$ cat src/rtl/mrfq_pkg.sv
// ----------------------------------------------------------------------------
// mrfq_pkg: shared types and codes of the multi-reader frame queue
// Holds the channel payload structs, the operation, status and command codes,
// and the status bundle that the execution engine hands to the front end.
// ----------------------------------------------------------------------------
package mrfq_pkg;

   // field widths of the channels
   localparam int HANDLE_W    = 16;
   localparam int OPERATION_W = 3;
   localparam int READER_W    = 3;
   localparam int STATUS_W    = 2;
   localparam int OCCUPANCY_W = 4;
   localparam int SLOTS_W     = 3;

   // reader slots that the engine holds; a larger slot count saturates to this
   localparam int MAX_READERS = 4;

   // operation codes on the request channel
   localparam logic [OPERATION_W-1:0] OP_ENQUEUE = 3'd0;
   localparam logic [OPERATION_W-1:0] OP_DEQUEUE = 3'd1;
   localparam logic [OPERATION_W-1:0] OP_READ    = 3'd2;
   localparam logic [OPERATION_W-1:0] OP_OPEN    = 3'd3;
   localparam logic [OPERATION_W-1:0] OP_CLOSE   = 3'd4;
   localparam logic [OPERATION_W-1:0] OP_FIND    = 3'd5;

   // response status codes
   localparam logic [STATUS_W-1:0] STATUS_OK      = 2'd0;
   localparam logic [STATUS_W-1:0] STATUS_EMPTY   = 2'd1;
   localparam logic [STATUS_W-1:0] STATUS_REFUSED = 2'd2;

   // command kinds after classification
   localparam int KIND_W = 3;
   localparam logic [KIND_W-1:0] KIND_ENQUEUE = 3'd0;
   localparam logic [KIND_W-1:0] KIND_DEQUEUE = 3'd1;
   localparam logic [KIND_W-1:0] KIND_READ    = 3'd2;
   localparam logic [KIND_W-1:0] KIND_OPEN    = 3'd3;
   localparam logic [KIND_W-1:0] KIND_CLOSE   = 3'd4;
   localparam logic [KIND_W-1:0] KIND_FIND    = 3'd5;
   localparam logic [KIND_W-1:0] KIND_REFUSE  = 3'd6;

   // command queue between front end and engine
   localparam int CMD_QUEUE_DEPTH = 2;
   localparam int CMD_QUEUE_AW    = $clog2(CMD_QUEUE_DEPTH);

   typedef struct packed {
      logic [OPERATION_W-1:0] operation;
      logic [HANDLE_W-1:0]    handle;
      logic [READER_W-1:0]    reader_id;
      logic                   discard;
   } req_type;

   typedef struct packed {
      logic [STATUS_W-1:0]    status;
      logic [HANDLE_W-1:0]    handle_out;
      logic [READER_W-1:0]    reader_out;
      logic [HANDLE_W-1:0]    released_handle;
      logic                   found;
      logic [OCCUPANCY_W-1:0] occupancy;
   } rsp_type;

   typedef struct packed {
      logic [KIND_W-1:0]   kind;
      logic [HANDLE_W-1:0] handle;
      logic [READER_W-1:0] reader_idx;  // zero-based, checked in range
      logic                discard;
   } cmd_type;

   typedef struct packed {
      logic               idle;
      logic               broadcast;
      logic [SLOTS_W-1:0] readers;       // effective reader slot count
   } back_status_type;

endpackage

$ cat src/rtl/mrfq_front.sv
// ----------------------------------------------------------------------------
// mrfq_front: request classification
// Checks each request against the current mode and turns it into a command
// for the engine; requests that can only be refused are marked as such.
// ----------------------------------------------------------------------------
module mrfq_front (
   input  logic                     reset,
   input  logic                     req_valid,
   output logic                     req_ready,
   input  mrfq_pkg::req_type        req_data,
   input  mrfq_pkg::back_status_type back_status,
   output logic                     push_valid,
   input  logic                     push_ready,
   output mrfq_pkg::cmd_type        push_data
);
   import mrfq_pkg::*;

   logic reader_ok;
   logic handle_null;

   // reader id must name a slot within the effective count
   assign reader_ok   = (req_data.reader_id != '0) &&
                        (req_data.reader_id <= back_status.readers);
   assign handle_null = (req_data.handle == '0);

   // classify the request
   always_comb begin
      push_data.handle     = req_data.handle;
      push_data.discard    = req_data.discard;
      push_data.reader_idx = req_data.reader_id - 3'd1;
      unique case (req_data.operation)
         OP_ENQUEUE: push_data.kind = handle_null ? KIND_REFUSE : KIND_ENQUEUE;
         OP_DEQUEUE: push_data.kind = KIND_DEQUEUE;
         OP_READ: begin
            push_data.kind = (back_status.broadcast && reader_ok) ? KIND_READ : KIND_REFUSE;
         end
         OP_OPEN:    push_data.kind = back_status.broadcast ? KIND_OPEN : KIND_REFUSE;
         OP_CLOSE: begin
            push_data.kind = (back_status.broadcast && reader_ok) ? KIND_CLOSE : KIND_REFUSE;
         end
         OP_FIND:    push_data.kind = handle_null ? KIND_REFUSE : KIND_FIND;
         default:    push_data.kind = KIND_REFUSE;
      endcase
   end

   // request transfer goes straight into the command queue
   assign push_valid = req_valid & ~reset;
   assign req_ready  = push_ready & ~reset;

endmodule

$ cat src/rtl/mrfq_cmd_fifo.sv
// ----------------------------------------------------------------------------
// mrfq_cmd_fifo: command queue
// Short queue of classified commands that lets the front end keep taking
// requests while the engine works on an earlier one.
// ----------------------------------------------------------------------------
module mrfq_cmd_fifo (
   input  logic              clock,
   input  logic              reset,
   input  logic              push_valid,
   output logic              push_ready,
   input  mrfq_pkg::cmd_type push_data,
   output logic              pop_valid,
   input  logic              pop_ready,
   output mrfq_pkg::cmd_type pop_data
);
   import mrfq_pkg::*;

   localparam int CW = CMD_QUEUE_AW + 1;

   cmd_type                 entry_ff [CMD_QUEUE_DEPTH];
   logic [CMD_QUEUE_AW-1:0] wr_ptr_ff, wr_ptr_in;
   logic [CMD_QUEUE_AW-1:0] rd_ptr_ff, rd_ptr_in;
   logic [CW-1:0]           count_ff,  count_in;
   logic                    push, pop;

   assign push_ready = (count_ff != CW'(CMD_QUEUE_DEPTH));
   assign pop_valid  = (count_ff != '0);
   assign pop_data   = entry_ff[rd_ptr_ff];
   assign push       = push_valid && push_ready;
   assign pop        = pop_valid && pop_ready;

   // pointer and count update
   always_comb begin
      wr_ptr_in = push ? wr_ptr_ff + 1'b1 : wr_ptr_ff;
      rd_ptr_in = pop  ? rd_ptr_ff + 1'b1 : rd_ptr_ff;
      priority if (push && !pop) begin
         count_in = count_ff + 1'b1;
      end else if (pop && !push) begin
         count_in = count_ff - 1'b1;
      end else begin
         count_in = count_ff;
      end
   end

   always_ff @(posedge clock) begin
      if (reset) begin
         wr_ptr_ff <= '0;
         rd_ptr_ff <= '0;
         count_ff  <= '0;
      end else begin
         wr_ptr_ff <= wr_ptr_in;
         rd_ptr_ff <= rd_ptr_in;
         count_ff  <= count_in;
      end
   end

   // entry storage
   always_ff @(posedge clock) begin
      if (push) begin
         entry_ff[wr_ptr_ff] <= push_data;
      end
   end

endmodule

$ cat src/rtl/mrfq_back.sv
// ----------------------------------------------------------------------------
// mrfq_back: queue execution engine
// Owns the slot memory, head and tail, reader positions and the mode
// register; runs one command at a time and loads the response register.
// ----------------------------------------------------------------------------
module mrfq_back #(
   parameter int CAPACITY    = 15
) (
   input  logic                                clock,
   input  logic                                reset,
   input  logic                                cmd_valid,
   output logic                                cmd_pop,
   input  mrfq_pkg::cmd_type                   cmd_data,
   input  logic                                csr_write,
   input  logic [mrfq_pkg::SLOTS_W-1:0]        csr_data,
   output mrfq_pkg::back_status_type           back_status,
   output logic                                rsp_valid,
   input  logic                                rsp_ready,
   output mrfq_pkg::rsp_type                   rsp_data
);
   import mrfq_pkg::*;

   localparam int RING = CAPACITY + 1;
   localparam int PW   = $clog2(RING);
   localparam int DW   = PW + 1;
   localparam int IW   = $clog2(MAX_READERS);

   localparam logic [2:0] ST_IDLE   = 3'd0;
   localparam logic [2:0] ST_EXEC   = 3'd1;
   localparam logic [2:0] ST_TAKE   = 3'd2;
   localparam logic [2:0] ST_SCAN   = 3'd3;
   localparam logic [2:0] ST_HEADMV = 3'd4;
   localparam logic [2:0] ST_REL    = 3'd5;
   localparam logic [2:0] ST_FRD    = 3'd6;
   localparam logic [2:0] ST_FCMP   = 3'd7;

   // ring helpers
   function automatic logic [PW-1:0] ring_next(input logic [PW-1:0] p);
      logic [PW-1:0] r;
      if (int'(p) == RING - 1) r = '0;
      else r = p + 1'b1;
      return r;
   endfunction

   function automatic logic [DW-1:0] ring_dist(input logic [PW-1:0] from,
                                               input logic [PW-1:0] to);
      logic [DW-1:0] f, t, r;
      f = {1'b0, from};
      t = {1'b0, to};
      if (t >= f) r = t - f;
      else r = t + DW'(RING) - f;
      return r;
   endfunction

   function automatic logic [PW-1:0] ring_add(input logic [PW-1:0] p,
                                              input logic [PW-1:0] d);
      logic [DW-1:0] s;
      s = {1'b0, p} + {1'b0, d};
      if (s >= DW'(RING)) s = s - DW'(RING);
      return s[PW-1:0];
   endfunction

   // state
   logic [2:0]             state_ff, state_in;
   logic [PW-1:0]          head_ff, head_in;
   logic [PW-1:0]          tail_ff, tail_in;
   logic [PW-1:0]          pos_ff [MAX_READERS];
   logic [PW-1:0]          pos_in [MAX_READERS];
   logic [PW-1:0]          pos_adv [MAX_READERS];
   logic [MAX_READERS-1:0] open_ff, open_in;
   logic [SLOTS_W-1:0]     slots_ff, slots_in;
   cmd_type                cmd_ff, cmd_in;
   rsp_type                res_ff, res_in;
   rsp_type                rsp_ff, rsp_in;
   logic                   rsp_valid_ff, rsp_valid_in;
   logic [IW-1:0]          scan_ff, scan_in;
   logic [DW-1:0]          best_ff, best_in;
   logic [PW-1:0]          ptr_ff, ptr_in;
   logic [DW-1:0]          seg_end_ff, seg_end_in;
   logic                   more_ff, more_in;

   // slot memory
   logic [HANDLE_W-1:0]    slot_mem [RING];
   logic [HANDLE_W-1:0]    rd_data_ff;
   logic                   mem_we, mem_re;
   logic [PW-1:0]          mem_waddr, mem_raddr;
   logic [HANDLE_W-1:0]    mem_wdata;

   // scratch
   logic [SLOTS_W-1:0]     eff_n;
   logic                   broadcast;
   logic                   out_free;
   logic                   finish;
   logic [IW-1:0]          ridx;
   logic                   full;
   logic                   free_hit;
   logic [IW-1:0]          free_idx;
   logic [READER_W-1:0]    free_num;
   logic [DW-1:0]          d_scan;
   logic [DW-1:0]          ptr_inc;
   logic [DW+OCCUPANCY_W-1:0] occ_wide;

   // effective reader count with saturation
   always_comb begin
      priority if (slots_ff == '0) begin
         eff_n = SLOTS_W'(1);
      end else if (int'(slots_ff) > MAX_READERS) begin
         eff_n = SLOTS_W'(MAX_READERS);
      end else begin
         eff_n = slots_ff;
      end
   end
   assign broadcast = (eff_n > SLOTS_W'(1));

   assign out_free = !rsp_valid_ff || rsp_ready;
   assign cmd_pop  = (state_ff == ST_IDLE) && cmd_valid && out_free;

   assign back_status.idle      = (state_ff == ST_IDLE) && !rsp_valid_ff;
   assign back_status.broadcast = broadcast;
   assign back_status.readers   = eff_n;

   // readers that sit on the head move along with it
   always_comb begin
      for (int i = 0; i < MAX_READERS; i++) begin
         if (open_ff[i] && (i < int'(eff_n)) && (pos_ff[i] == head_ff)) begin
            pos_adv[i] = ring_next(head_ff);
         end else begin
            pos_adv[i] = pos_ff[i];
         end
      end
   end

   // first closed reader slot
   always_comb begin
      free_hit = 1'b0;
      free_idx = '0;
      free_num = '0;
      for (int i = 0; i < MAX_READERS; i++) begin
         if (!free_hit && (i < int'(eff_n)) && !open_ff[i]) begin
            free_hit = 1'b1;
            free_idx = IW'(i);
            free_num = READER_W'(i + 1);
         end
      end
   end

   assign ridx    = IW'(cmd_ff.reader_idx);
   assign full    = (ring_next(tail_ff) == head_ff);
   assign d_scan  = ring_dist(head_ff, pos_ff[scan_ff]);
   assign ptr_inc = {1'b0, ptr_ff} + 1'b1;

   // command sequencer
   always_comb begin
      state_in   = state_ff;
      head_in    = head_ff;
      tail_in    = tail_ff;
      pos_in     = pos_ff;
      open_in    = open_ff;
      slots_in   = slots_ff;
      cmd_in     = cmd_ff;
      res_in     = res_ff;
      scan_in    = scan_ff;
      best_in    = best_ff;
      ptr_in     = ptr_ff;
      seg_end_in = seg_end_ff;
      more_in    = more_ff;
      mem_we     = 1'b0;
      mem_waddr  = tail_ff;
      mem_wdata  = cmd_ff.handle;
      mem_re     = 1'b0;
      mem_raddr  = head_ff;
      finish     = 1'b0;

      unique case (state_ff)
         ST_IDLE: begin
            if (cmd_pop) begin
               cmd_in   = cmd_data;
               res_in   = '0;
               state_in = ST_EXEC;
            end
         end
         ST_EXEC: begin
            unique case (cmd_ff.kind)
               KIND_ENQUEUE: begin
                  if (full && !broadcast) begin
                     res_in.status = STATUS_REFUSED;
                     finish        = 1'b1;
                  end else begin
                     mem_we        = 1'b1;
                     tail_in       = ring_next(tail_ff);
                     res_in.status = STATUS_OK;
                     if (full) begin
                        // evict the oldest handle
                        mem_re   = 1'b1;
                        head_in  = ring_next(head_ff);
                        pos_in   = pos_adv;
                        state_in = ST_REL;
                     end else begin
                        finish = 1'b1;
                     end
                  end
               end
               KIND_DEQUEUE: begin
                  if (head_ff == tail_ff) begin
                     res_in.status = STATUS_EMPTY;
                     finish        = 1'b1;
                  end else begin
                     mem_re        = 1'b1;
                     head_in       = ring_next(head_ff);
                     pos_in        = pos_adv;
                     res_in.status = STATUS_OK;
                     state_in      = ST_TAKE;
                  end
               end
               KIND_READ: begin
                  priority if (!open_ff[ridx]) begin
                     res_in.status = STATUS_REFUSED;
                     finish        = 1'b1;
                  end else if (pos_ff[ridx] == tail_ff) begin
                     res_in.status = STATUS_EMPTY;
                     finish        = 1'b1;
                  end else begin
                     mem_re        = 1'b1;
                     mem_raddr     = pos_ff[ridx];
                     pos_in[ridx]  = ring_next(pos_ff[ridx]);
                     scan_in       = '0;
                     best_in       = DW'(RING);
                     res_in.status = STATUS_OK;
                     state_in      = ST_SCAN;
                  end
               end
               KIND_OPEN: begin
                  if (free_hit) begin
                     open_in[free_idx] = 1'b1;
                     pos_in[free_idx]  = head_ff;
                     res_in.reader_out = free_num;
                     res_in.status     = STATUS_OK;
                  end else begin
                     res_in.status = STATUS_REFUSED;
                  end
                  finish = 1'b1;
               end
               KIND_CLOSE: begin
                  open_in[ridx] = 1'b0;
                  res_in.status = STATUS_OK;
                  finish        = 1'b1;
               end
               KIND_FIND: begin
                  // wrapped range: low segment first, then head to ring end
                  priority if (head_ff == tail_ff) begin
                     res_in.status = STATUS_EMPTY;
                     finish        = 1'b1;
                  end else if (head_ff < tail_ff) begin
                     ptr_in     = head_ff;
                     seg_end_in = {1'b0, tail_ff};
                     more_in    = 1'b0;
                     state_in   = ST_FRD;
                  end else if (tail_ff == '0) begin
                     ptr_in     = head_ff;
                     seg_end_in = DW'(RING);
                     more_in    = 1'b0;
                     state_in   = ST_FRD;
                  end else begin
                     ptr_in     = '0;
                     seg_end_in = {1'b0, tail_ff};
                     more_in    = 1'b1;
                     state_in   = ST_FRD;
                  end
               end
               default: begin
                  res_in.status = STATUS_REFUSED;
                  finish        = 1'b1;
               end
            endcase
         end
         ST_TAKE: begin
            res_in.handle_out = rd_data_ff;
            finish            = 1'b1;
         end
         ST_SCAN: begin
            // one reader per cycle, keep the smallest distance from head
            if (scan_ff == '0) begin
               res_in.handle_out = rd_data_ff;
            end
            if (open_ff[scan_ff] && (d_scan < best_ff)) begin
               best_in = d_scan;
            end
            if (int'(scan_ff) == int'(eff_n) - 1) begin
               state_in = ST_HEADMV;
            end else begin
               scan_in = scan_ff + 1'b1;
            end
         end
         ST_HEADMV: begin
            if ((best_ff != '0) && (best_ff < DW'(RING))) begin
               mem_re   = 1'b1;
               head_in  = ring_add(head_ff, best_ff[PW-1:0]);
               state_in = ST_REL;
            end else begin
               finish = 1'b1;
            end
         end
         ST_REL: begin
            res_in.released_handle = rd_data_ff;
            finish                 = 1'b1;
         end
         ST_FRD: begin
            mem_re    = 1'b1;
            mem_raddr = ptr_ff;
            state_in  = ST_FCMP;
         end
         ST_FCMP: begin
            priority if (rd_data_ff == cmd_ff.handle) begin
               mem_we        = cmd_ff.discard;
               mem_waddr     = ptr_ff;
               mem_wdata     = '0;
               res_in.found  = 1'b1;
               res_in.status = STATUS_OK;
               finish        = 1'b1;
            end else if (ptr_inc == seg_end_ff) begin
               if (more_ff) begin
                  ptr_in     = head_ff;
                  seg_end_in = DW'(RING);
                  more_in    = 1'b0;
                  state_in   = ST_FRD;
               end else begin
                  res_in.status = STATUS_EMPTY;
                  finish        = 1'b1;
               end
            end else begin
               ptr_in   = ptr_inc[PW-1:0];
               state_in = ST_FRD;
            end
         end
         default: begin
            state_in = ST_IDLE;
         end
      endcase

      if (finish) begin
         state_in = ST_IDLE;
      end

      // mode register write closes every reader
      if (csr_write) begin
         slots_in = csr_data;
         open_in  = '0;
      end
   end

   // response register
   always_comb begin
      occ_wide         = {{OCCUPANCY_W{1'b0}}, ring_dist(head_in, tail_in)};
      rsp_in           = res_in;
      rsp_in.occupancy = occ_wide[OCCUPANCY_W-1:0];
      rsp_valid_in     = finish || (rsp_valid_ff && !rsp_ready);
   end

   assign rsp_valid = rsp_valid_ff;
   assign rsp_data  = rsp_ff;

   // control registers
   always_ff @(posedge clock) begin
      if (reset) begin
         state_ff     <= ST_IDLE;
         head_ff      <= '0;
         tail_ff      <= '0;
         open_ff      <= '0;
         slots_ff     <= SLOTS_W'(1);
         rsp_valid_ff <= 1'b0;
      end else begin
         state_ff     <= state_in;
         head_ff      <= head_in;
         tail_ff      <= tail_in;
         open_ff      <= open_in;
         slots_ff     <= slots_in;
         rsp_valid_ff <= rsp_valid_in;
      end
   end

   // working and payload registers
   always_ff @(posedge clock) begin
      pos_ff     <= pos_in;
      cmd_ff     <= cmd_in;
      res_ff     <= res_in;
      scan_ff    <= scan_in;
      best_ff    <= best_in;
      ptr_ff     <= ptr_in;
      seg_end_ff <= seg_end_in;
      more_ff    <= more_in;
      if (finish) begin
         rsp_ff <= rsp_in;
      end
   end

   // slot memory, registered read
   always_ff @(posedge clock) begin
      if (mem_we) begin
         slot_mem[mem_waddr] <= mem_wdata;
      end
      if (mem_re) begin
         rd_data_ff <= slot_mem[mem_raddr];
      end
   end

`ifndef SYNTHESIS
   // a result is only produced into a free response register
   assert property (@(posedge clock) disable iff (reset)
      finish |-> (!rsp_valid_ff || rsp_ready))
      else $error("response register overwritten");

   // fifo mode never has an open reader
   assert property (@(posedge clock) disable iff (reset)
      !broadcast |-> (open_ff == '0))
      else $error("reader open in fifo mode");

   // the head only moves while a command is being executed
   assert property (@(posedge clock) disable iff (reset)
      (state_ff == ST_IDLE) |=> $stable(head_ff))
      else $error("head moved while idle");

   // a new response always comes with the engine back in idle
   assert property (@(posedge clock) disable iff (reset)
      $rose(rsp_valid_ff) |-> (state_ff == ST_IDLE))
      else $error("response raised outside command end");
`endif

endmodule

$ cat src/rtl/multi_reader_frame_queue.sv
// The engine runs one command at a time. A reader read scans the reader slots
// and may then move the head; a find reads and compares one ring slot at a time.
// Reset: head and tail zero, all readers closed, one reader slot; the slot
// memory is not cleared and needs no clearing pass.
// ----------------------------------------------------------------------------
// multi_reader_frame_queue: ring queue of frame handles with reader slots
// Front end classifies requests, a command queue decouples it from the
// execution engine that owns the ring, reader positions and mode register.
// ----------------------------------------------------------------------------
module multi_reader_frame_queue #(
   parameter int CAPACITY    = 15
) (
   input  logic                         clock,
   input  logic                         reset,
   input  logic                         req_valid,
   output logic                         req_ready,
   input  mrfq_pkg::req_type            req_data,
   output logic                         rsp_valid,
   input  logic                         rsp_ready,
   output mrfq_pkg::rsp_type            rsp_data,
   input  logic                         csr_valid,
   output logic                         csr_ready,
   input  logic [mrfq_pkg::SLOTS_W-1:0] csr_data
);
   import mrfq_pkg::*;

   logic            push_valid, push_ready;
   cmd_type         push_data;
   logic            cmd_valid, cmd_pop;
   cmd_type         cmd_data;
   back_status_type back_status;
   logic            csr_write;

   // mode register transfer only while nothing is in flight
   assign csr_ready = back_status.idle && !cmd_valid;
   assign csr_write = csr_valid && csr_ready;

   mrfq_front u_front (
      .reset       (reset),
      .req_valid   (req_valid),
      .req_ready   (req_ready),
      .req_data    (req_data),
      .back_status (back_status),
      .push_valid  (push_valid),
      .push_ready  (push_ready),
      .push_data   (push_data)
   );

   mrfq_cmd_fifo u_cmd_fifo (
      .clock      (clock),
      .reset      (reset),
      .push_valid (push_valid),
      .push_ready (push_ready),
      .push_data  (push_data),
      .pop_valid  (cmd_valid),
      .pop_ready  (cmd_pop),
      .pop_data   (cmd_data)
   );

   mrfq_back #(
      .CAPACITY    (CAPACITY)
   ) u_back (
      .clock       (clock),
      .reset       (reset),
      .cmd_valid   (cmd_valid),
      .cmd_pop     (cmd_pop),
      .cmd_data    (cmd_data),
      .csr_write   (csr_write),
      .csr_data    (csr_data),
      .back_status (back_status),
      .rsp_valid   (rsp_valid),
      .rsp_ready   (rsp_ready),
      .rsp_data    (rsp_data)
   );

endmodule

$ cat config.mk
export PLATFORM = sky130hd
export DESIGN_NAME = multi_reader_frame_queue
export DESIGN_NICKNAME = d
export VERILOG_FILES = /design/src/rtl/mrfq_pkg.sv /design/src/rtl/mrfq_front.sv /design/src/rtl/mrfq_cmd_fifo.sv /design/src/rtl/mrfq_back.sv /design/src/rtl/multi_reader_frame_queue.sv
export SDC_FILE = /design/constraint.sdc
export NUM_CORES = 1
export LEC_CHECK = 0
export BUFFER_PORTS_ARGS = -buffer_cell sky130_fd_sc_hd__buf_2
export CAP_MARGIN = 25
export CORE_MARGIN = 3
export CORE_UTILIZATION = 45
export CTS_BUF_LIST = sky130_fd_sc_hd__clkbuf_8
export DETAILED_ROUTE_END_ITERATION = 8
export PLACE_DENSITY = 0.61
export SKIP_LAST_GASP = 1
export SYNTH_ARGS = -nofsm -noshare
export SYNTH_HDL_FRONTEND = slang
export SYNTH_HIERARCHICAL = 1
export SYNTH_SLANG_ARGS = --single-unit
export TNS_END_PERCENT = 10
$ cat constraint.sdc
create_clock -name clock -period 4.2 [get_ports clock]
set_input_delay 0.42 -clock clock [delete_from_list [all_inputs] [get_ports clock]]
set_output_delay 0.42 -clock clock [all_outputs]
set_load 0.005 [all_outputs]
# Word level (Yosys, flattened, before mapping)
# Memory sizes are Yosys's and may differ from the RTL's. A register that Yosys moved wholly into a read port is not among the register bits.
# Cells that the tools add are included.
# Widths: inputs -> output; s select.
# totals
register_bits	136
ram_bits	302
in_bits	31
out_inout_bits	45
word_cells	393
n_memories	2
# memory_table
name	depth	width	rd	rd_clocked_by_memory_dff	write_ports	line	text
u_back.slot_mem	16	16	1	1	1	mrfq_back.sv:83	logic [HANDLE_W-1:0] slot_mem [RING];
u_cmd_fifo.entry_ff	2	23	1	1	1	mrfq_cmd_fifo.sv:20	cmd_type entry_ff [CMD_QUEUE_DEPTH];
# classes
n_addsub	19
magnitude_cmp	23
eq_ne	58
muxes	175
bitwise_logic	9
n_reduce_logical	78
# op_table
op	count
$mux 4	39
$mux 16	9
$pmux 16 s4	1
$mux 3	20
$mux 5	12
$pmux 16 s3	1
$mux 42	1
$mux 1	41
$pmux 4 s2	5
$mux 2	19
$pmux 3 s6	2
$logic_and 1x1->1	34
$bwmux 16	2
$eq 3x32->1	1
$pmux 16 s2	1
$eq 4x4->1	7
$eq 3x3->1 const B	8
$ne 2x2->1 const B	11
$pmux 5 s2	2
$reduce_and 5->1	4
$eq 3x2->1 const B	6
$ne 2x1->1 const B	9
$add 4x1->4 const B	4
$bmux 4 s2	2
67 further kinds	121

# Logic depth before layout (Yosys ltp)
# Gate-level depths: netlist of the first run.
# depth
ltp_word	26
mapped_depth	16
ltp_nobuf	15

# Hierarchy
# Netlist of the first run, hierarchy kept.
# modules_own_cells
mod	n_inst	cells_per_inst	area_each_um2	seq_area_each_um2
mrfq_back	1	1457	19392.3	12221.7
mrfq_cmd_fifo	1	95	1873.0	1481.4
mrfq_front	1	53	362.8	0.0
multi_reader_frame_queue	1	2	15.0	0.0

# Worst setup path after synthesis of the first run
# No wires, ideal clock.
# synth_path
path_type	reg-to-reg
from	register u_back.tail_ff[1]
to	register u_back.rsp_ff (netlist bit u_back/rsp_data[0]), enable pin
setup_time_ps	671
arrival_ps	3052
required_ps	3529
path_slack_ps	477
path_stages_with_launch	9
n_path_buf	0
synth_period_minus_slack_ps	3723
cell_sequence	dfxtp_1 -> ha_1 -> xor3_1 -> o22ai_1 -> o211a_1 -> a41oi_1 -> o32a_1 -> o21ai_0 -> nand3_1
# synth_via
elab_chain_cells	7
word_cells_on_any_way	14
cone_classes	1 x add/sub; 4 x eq/ne; 8 x mux; 1 x reduce/logical
# synth_lines
item	line	text
start, declared	mrfq_back.sv:66	logic [PW-1:0] tail_ff, tail_in;
start signal, assigned	mrfq_back.sv:374	tail_ff <= tail_in;
$add 4x1->4 or $eq 4x1->1 (tied branches)	mrfq_back.sv:41, mrfq_back.sv:40	
$mux 4	mrfq_back.sv:40	if (int'(p) == RING - 1) r = '0;
$eq 4x4->1	mrfq_back.sv:148	assign full = (ring_next(tail_ff) == head_ff);
$mux 1 or $logic_and 1x1->1 (tied branches)	mrfq_back.sv:192, mrfq_back.sv:185	
$mux 1	mrfq_back.sv:185	if (full && !broadcast) begin
$pmux 1 s3 (*)	mrfq_back.sv:183	unique case (cmd_ff.kind)
$pmux 1 s4 (*)	mrfq_back.sv:174	unique case (state_ff)
via u_back.finish	mrfq_back.sv:93	logic finish;
end signal, assigned	mrfq_back.sv:392	rsp_ff <= rsp_in;
end, declared	mrfq_back.sv:74	rsp_type rsp_ff, rsp_in;
# Mark *: on every way through the listed nets, which the timed path passes. The rest lies on a longest branch.
# A chain may end at the register's enable or synchronous reset.

# Final worst setup path of the first run
# layout_path
from	register u_back/cmd_ff[1] in the netlist's numbering
to	register u_back.rd_data_ff[0], read port of u_back.slot_mem, data pin
# layout_via
elab_chain_cells	9
word_cells_on_any_way	15
cone_classes	1 x eq/ne; 13 x mux; 1 x bitwise
# layout_lines
item	line	text
start, declared	mrfq_back.sv:72	cmd_type cmd_ff, cmd_in;
start signal, assigned	mrfq_back.sv:384	cmd_ff <= cmd_in;
$not 2->3 (implied by the code)	mrfq_back.sv:219, mrfq_back.sv:224	
$bmux 4 s2	mrfq_back.sv:219, mrfq_back.sv:224	
$mux 4 (implied by the code) (2 in series)	mrfq_back.sv:219, mrfq_back.sv:224	
$eq 4x4->1	mrfq_back.sv:219	end else if (pos_ff[ridx] == tail_ff) begin
$mux 1 or $mux 4 (tied branches)	mrfq_back.sv:219	
$mux 1 or $mux 4 (tied branches)	mrfq_back.sv:216	priority if (!open_ff[ridx]) begin
$pmux 1 s3 or $mux 4 (tied branches)	mrfq_back.sv:183	
$pmux 1 s3 or $pmux 4 s2 (tied branches)	mrfq_back.sv:174	
end, declared	mrfq_back.sv:84	logic [HANDLE_W-1:0] rd_data_ff;
# Several ways; a longest one is shown, not always the timed one. The select of a mux whose other input is x is not followed.

==> results.json, run 1 <==
{
  "wl_met2_um": 26910,
  "place_area_sq_um": 22820,
  "drive_gt1_share_pct": 20.23,
  "grt_pass1_vias": 14290,
  "cts_root_buf": "clkbuf_8",
  "synthesis.nets": 1668,
  "syn-instance-count": 1603,
  "period_minus_slack_ps": 4001,
  "avgSynthCellArea_sq_um": 13.45,
  "worst_hold_startpoint": "req_data[1]",
  "drt_wl_total_um": 58960,
  "drt-met1-wl_um": 25930,
  "total_power_mw": 13.96,
  "design.core.area_sq_um": 46950,
  "vias": 14590,
  "p_sw_mw": 4.591,
  "gp_congestion": 0.9307,
  "drtIter0Drc": 1637,
  "grt_max_degree": 57,
  "worst-setup-path-type": "flip-flop to flip-flop",
  "cts_sinks": 475,
  "pre_cts_slack_ps": 245.7,
  "clk_path_buf_depth": 3,
  "htree_num_levels": 3,
  "fmax_mhz": 249.9,
  "end_kind": "flip-flop",
  "grt_usage_pct": 23.30,
  "p_int_mw": 9.372,
  "area.sequential_sq_um": 13640,
  "pwr_density_cell_nw_per_um2": 569.0,
  "reg2reg_depth": 9,
  "p_comb_share_pct": 26.6,
  "wl_per_cell_um": 24.50,
  "netlist_area_sq_um": 21570,
  "finClkSkew_ps": 15.84,
  "status": "finished, final reports clean",
  "cts_made_buffers": 78,
  "arrival_ps": 4380,
  "cap_violations": 0,
  "cts_tree": "done",
  "fill_cells": 3915,
  "antenna_cells": 0,
  "area_growth_pct": 13.77,
  "p_leak_nw": 8.646,
  "yosysWarnings": 6,
  "ir_drop_v": 0.0002059,
  "worstSkewPairLatency_ps": 640,
  "dr.pass1.iters": 7,
  "min_delay_path_depth": 2,
  "drv_slew": 0,
  "multi_input_area_sq_um": 7154,
  "die_w_um": 224.9,
  "nets": 1804,
  "period_share_pct": 95.26,
  "start_util_pct": 45.94,
  "route.met3.wl_um": 4557,
  "worst_slack_ps": 199.0,
  "gr-total-overflow": 0,
  "place_hpwl_um": 38560,
  "grt_pass1_wl_um": 89070,
  "path_clk_slew_ps": 60,
  "min_to": "u_cmd_fifo/entry_ff[0][1]",
  "reg2reg_to": "u_back/rd_data_ff[0]",
  "setup_tns_ps": 0,
  "ant_nets": 0,
  "top_layer": "met4",
  "grt_setup_unrepaired": "false",
  "r2r_slack_ps": 200,
  "worst_pin_slew_ps": 1034,
  "io_pins": 76,
  "antenna_found_initial": 0,
  "p_seq_share_pct": 46.1,
  "slew_headroom_pct": 30.98,
  "path_max_fanout": 11,
  "hold_ws_ps": 92.28,
  "swShare_pct": 32.88,
  "postLayoutCellArea_sq_um": 24540,
  "port_buffers": 75,
  "start_kind": "flip-flop",
  "drc": 0,
  "report.final.setup_viol": 0,
  "rr_startpoint": "u_back/cmd_ff[1]",
  "worstHoldPathType": "primary input to flip-flop",
  "rows": 79,
  "viasPerCell": 6.062,
  "pwr-share-clk_pct": 27.3,
  "required_ps": 4580,
  "hold_viol": 0,
  "cts_resized": 0,
  "die_h_um": 224.9,
  "fp.dieArea_sq_um": 50590
}
state kept, by name, summed over array words and instances, names as in the netlist, 2 cells and up, named ones only:
name                 cells
u_back/res_ff           38
u_back/pos_ff           16
u_back/open_ff           4
u_back/ptr_ff            4
u_back/slot_mem        256
u_back/cmd_ff           22
u_cmd_fifo/count_ff      2
u_cmd_fifo/entry_ff     44
u_back/seg_end_ff        5
u_back/tail_ff           4
u_back/state_ff          3
u_back/head_ff           4
u_back/scan_ff           2
u_back/slots_ff          3
u_back/best_ff           5
u_back/rd_data_ff       16
u_back/rsp_data         42
stage by stage:
step / utilization (%) / cells
final: 52.26 / 2406
after global routing: 52.26 / 2406
after CTS: 52.15 / 2399
after detailed placement: 48.60 / 2239
after global placement: 48.45 / 2232
after floorplan: - / 1603
worst max path at each step:
| stage | start | end | slack, ps | cells after the start |
|---|---|---|---|---|
| CTS | u_back/cmd_ff[1] | u_back/rd_data_ff[0] | 250 | 9 |
| detailed placement | u_back/cmd_ff[1] | u_back/rd_data_ff[0] | 250 | 9 |
| global placement | u_back/cmd_ff[1] | u_back/rd_data_ff[12] | 440 | 10 |
| global route | u_back/cmd_ff[1] | u_back/rd_data_ff[0] | 50 | 9 |
| floorplan | u_back/tail_ff[1] | u_back/rsp_data[0] | 480 | 8 |
| finish | u_back/cmd_ff[1] | u_back/rd_data_ff[0] | 200 | 9 |
cells in the final DEF, fill, tap and decap left out, types with 15 or more instances in the layout:
| cell type | n |
|---|---|
| nor2_1 | 101 |
| a2111oi_0 | 22 |
| o31a_1 | 17 |
| nand3_1 | 69 |
| clkbuf_8 | 88 |
| nand2_1 | 48 |
| mux2i_1 | 18 |
| edfxtp_1 | 413 |
| dlygate4sd3_1 | 20 |
| xor2_1 | 24 |
| o2111ai_1 | 16 |
| buf_2 | 75 |
| xnor2_1 | 31 |
| mux2_2 | 38 |
| dfxtp_1 | 62 |
| and3_1 | 38 |
| ha_1 | 31 |
| nor4_1 | 15 |
| a22o_1 | 35 |
| inv_1 | 68 |
| nand4_1 | 60 |
| o21ai_0 | 72 |
| nor2b_1 | 25 |
| o221ai_1 | 27 |
| buf_4 | 76 |
| clkinv_1 | 18 |
| a21oi_1 | 34 |
| nor3_1 | 35 |
per-layer routing:
layer / vias up / global-route usage, %
met3: 99 / 4.741
met4: 0 / 8.714
met5: - / 0
li1: 6551 / -
met2: 650 / 36.21
met1: 7285 / 32.62
power groups by stage:
| stage | clock (mW) | sequential, mW | combinational, mW |
|---|---|---|---|
| after detailed placement | 0 | 6.54 | 3.61 |
| after CTS | 3.91 | 6.45 | 3.64 |
| after floorplan | 0 | 6.34 | 2.36 |
| after global placement | 0 | 6.54 | 3.51 |
| after global routing | 4.12 | 6.48 | 4.01 |
| final | 3.81 | 6.44 | 3.72 |
worst max-delay path, stage by stage, from the launching register on:
cell	delay, ps
edfxtp_1	650
mux4_2	680
xnor2_2	200
a41oi_2	470
a32oi_2	290
a22o_4	320
or2_1	420
buf_12	250
a2111oi_0	340
nor4_1	120
final cells by class:
cell class | instances | area share [%]
clock buffers | 88 | 4.936
inverters | 48 | 0.7342
flip-flops and latches | 475 | 55.60
clock inverters | 52 | 1.040
multi-input cells | 954 | 29.16
well taps | 607 | 3.095
repair buffers | 182 | 5.441
timing repair:
item                                    in CTS  in global routing
hold buffers                                20                  0
endpoints found under the hold margin       37                  0
buffers inserted                             0                  0
endpoints found under the setup margin       0                  0
Power figures use the tool's default switching activity.
==> run 2: changes to the inputs <==
Settings changed: PLACE_DENSITY 0.61 to unset.
==> run 2 against run 1 <==
  * Total power rose by 1.3%
  * Register-to-register slack got worse by 30 ps
  * Sequential cell count did not move
  * Sequential power fell by 0.8%
  * Combinational power rose by 2%
  * Critical endpoint is now u_back/rsp_data[3]
==> results.json, run 2 (synthesized netlist as in run 1, its figures left out) <==
{
  "status": "finished, final reports clean",
  "pwr_density_cell_nw_per_um2": 569.4,
  "worst-setup-path-type": "flip-flop to flip-flop",
  "drc": 0,
  "finClkSkew_ps": 32.74,
  "htree_num_levels": 3,
  "antenna_found_initial": 1,
  "fp.dieArea_sq_um": 50590,
  "r2r_slack_ps": 170,
  "ir_drop_v": 0.0002468,
  "wl_per_cell_um": 24.51,
  "crit_end": "u_back/rsp_data[3]",
  "worstHoldPathType": "primary input to flip-flop",
  "drt_wl_total_um": 59270,
  "period_minus_slack_ps": 4031,
  "start_kind": "flip-flop",
  "hold_ws_ps": 122.0,
  "reg2reg_depth": 13,
  "grt_pass1_vias": 14260,
  "antenna_cells": 0,
  "regMostFlops": "u_back/slot_mem",
  "drtIter0Drc": 1718,
  "place_hpwl_um": 38290,
  "ant_nets": 0,
  "hold_viol": 0,
  "cap_violations": 0,
  "rr_startpoint": "u_back/tail_ff[0]",
  "cts_sinks": 475,
  "period_share_pct": 95.97,
  "cts_resized": 0,
  "port_buffers": 75,
  "cts.repair_timing.setup_buffer_count": 0,
  "report.final.setup_viol": 0,
  "die_w_um": 224.9,
  "end_kind": "flip-flop",
  "worst_slack_ps": 169.4,
  "area_growth_pct": 15.19,
  "p_leak_nw": 8.749,
  "reg2reg_to": "u_back/rsp_data[3]",
  "drv_slew": 0,
  "path_clk_slew_ps": 70,
  "path_max_fanout": 10,
  "required_ps": 4600,
  "gr-total-overflow": 0,
  "start_util_pct": 45.94,
  "cts_made_buffers": 79,
  "die_h_um": 224.9,
  "setup_tns_ps": 0,
  "largest_reg_flops": 256,
  "clk_path_buf_depth": 3,
  "worst_pin_slew_ps": 1019,
  "fill_cells": 3898,
  "dr.pass1.iters": 6,
  "grt_pass1_wl_um": 89590,
  "vias": 14560,
  "nets": 1813,
  "rows": 79,
  "crit_path_start": "u_back/tail_ff[0]",
  "fmax_mhz": 248.1,
  "final_common_cell": "edfxtp_1",
  "cts_root_buf": "clkbuf_8",
  "drive_gt1_share_pct": 20.60,
  "arrival_ps": 4440,
  "pre_cts_slack_ps": 308.3,
  "grt_usage_pct": 23.47,
  "hold_buffers": 20,
  "gp_congestion": 0.9158,
  "io_pins": 76,
  "final_cell_mix": "413 x edfxtp_1, 101 x nor2_1, 87 x clkbuf_8, 75 x buf_2, 72 x o21ai_0",
  "grt_setup_unrepaired": "false",
  "viasPerCell": 6.021,
  "cts_tree": "done",
  "slew_headroom_pct": 31.82,
  "grt_max_degree": 81,
  "worstSkewPairLatency_ps": 660,
  "design.core.area_sq_um": 46950
}
-- run 2: through the flow --
stage,instance area [sq um],instances,total power [mW],util [%]
after floorplan,21570,1603,8.698,-
after global placement,22920,2236,10.08,48.81
after detailed placement,23020,2245,10.17,49.03
after CTS,24760,2409,14.16,52.73
after global routing,24840,2418,14.81,52.91
final,24840,2418,14.15,52.91
-- run 2: worst min-delay path by stage --
| stage | from | endpoint | slack (ps) | depth (start not counted) |
|---|---|---|---|---|
| 2_1_floorplan | u_back/res_ff[23] | u_back/res_ff[23] | 420 | 2 |
| 3_3_place_gp | u_back/res_ff[23] | u_back/res_ff[23] | 430 | 2 |
| 3_5_place_dp | u_back/res_ff[23] | u_back/res_ff[23] | 430 | 2 |
| 4_1_cts | req_data[1] | u_cmd_fifo/entry_ff[0][1] | 80 | 2 |
| 5_1_grt | req_data[1] | u_cmd_fifo/entry_ff[0][1] | 90 | 2 |
| 6_report | req_data[1] | u_cmd_fifo/entry_ff[1][1] | 120 | 2 |
-- run 2: area by class of cell --
| cell class | count | area (sq um) | share of cell area [%] |
|---|---|---|---|
| well taps | 607 | 759.5 | 3.057 |
| clock inverters | 57 | 340.3 | 1.370 |
| repair buffers | 190 | 1569 | 6.315 |
| flip-flops and latches | 475 | 13640 | 54.92 |
| inverters | 48 | 180.2 | 0.7252 |
| multi-input cells | 954 | 7154 | 28.80 |
| clock buffers | 87 | 1197 | 4.820 |
-- run 2: layer usage --
layer / up-vias / wire [um] / GRT usage [%]
met3: 100 / 4801 / 4.520
met2: 683 / 27800 / 37.18
li1: 6561 / - / -
met1: 7212 / 25480 / 33.21
met5: - / 12 / 0
met4: 2 / 1173 / 6.971
-- run 2: report_power, final --
part           internal, mW  total [mW]  leakage (nW)  switching (mW)
clock                  2.10        3.96         0.874            1.86
sequential             6.07        6.39          4.25           0.327
combinational          1.36        3.80          3.62            2.44
total                  9.52        14.1          8.75            4.62
-- run 2: worst max-delay path, stage by stage, from the launching register on --
cell and delay [ps]:
dfxtp_1 600, ha_1 340, xor3_1 440, o22ai_1 170, o211a_1 210, nand4_1 270
and2_1 330, a21oi_1 440, inv_1 90, ha_1 280, a21o_1 150, a21oi_1 170
xnor2_1 110, xor2_1 160
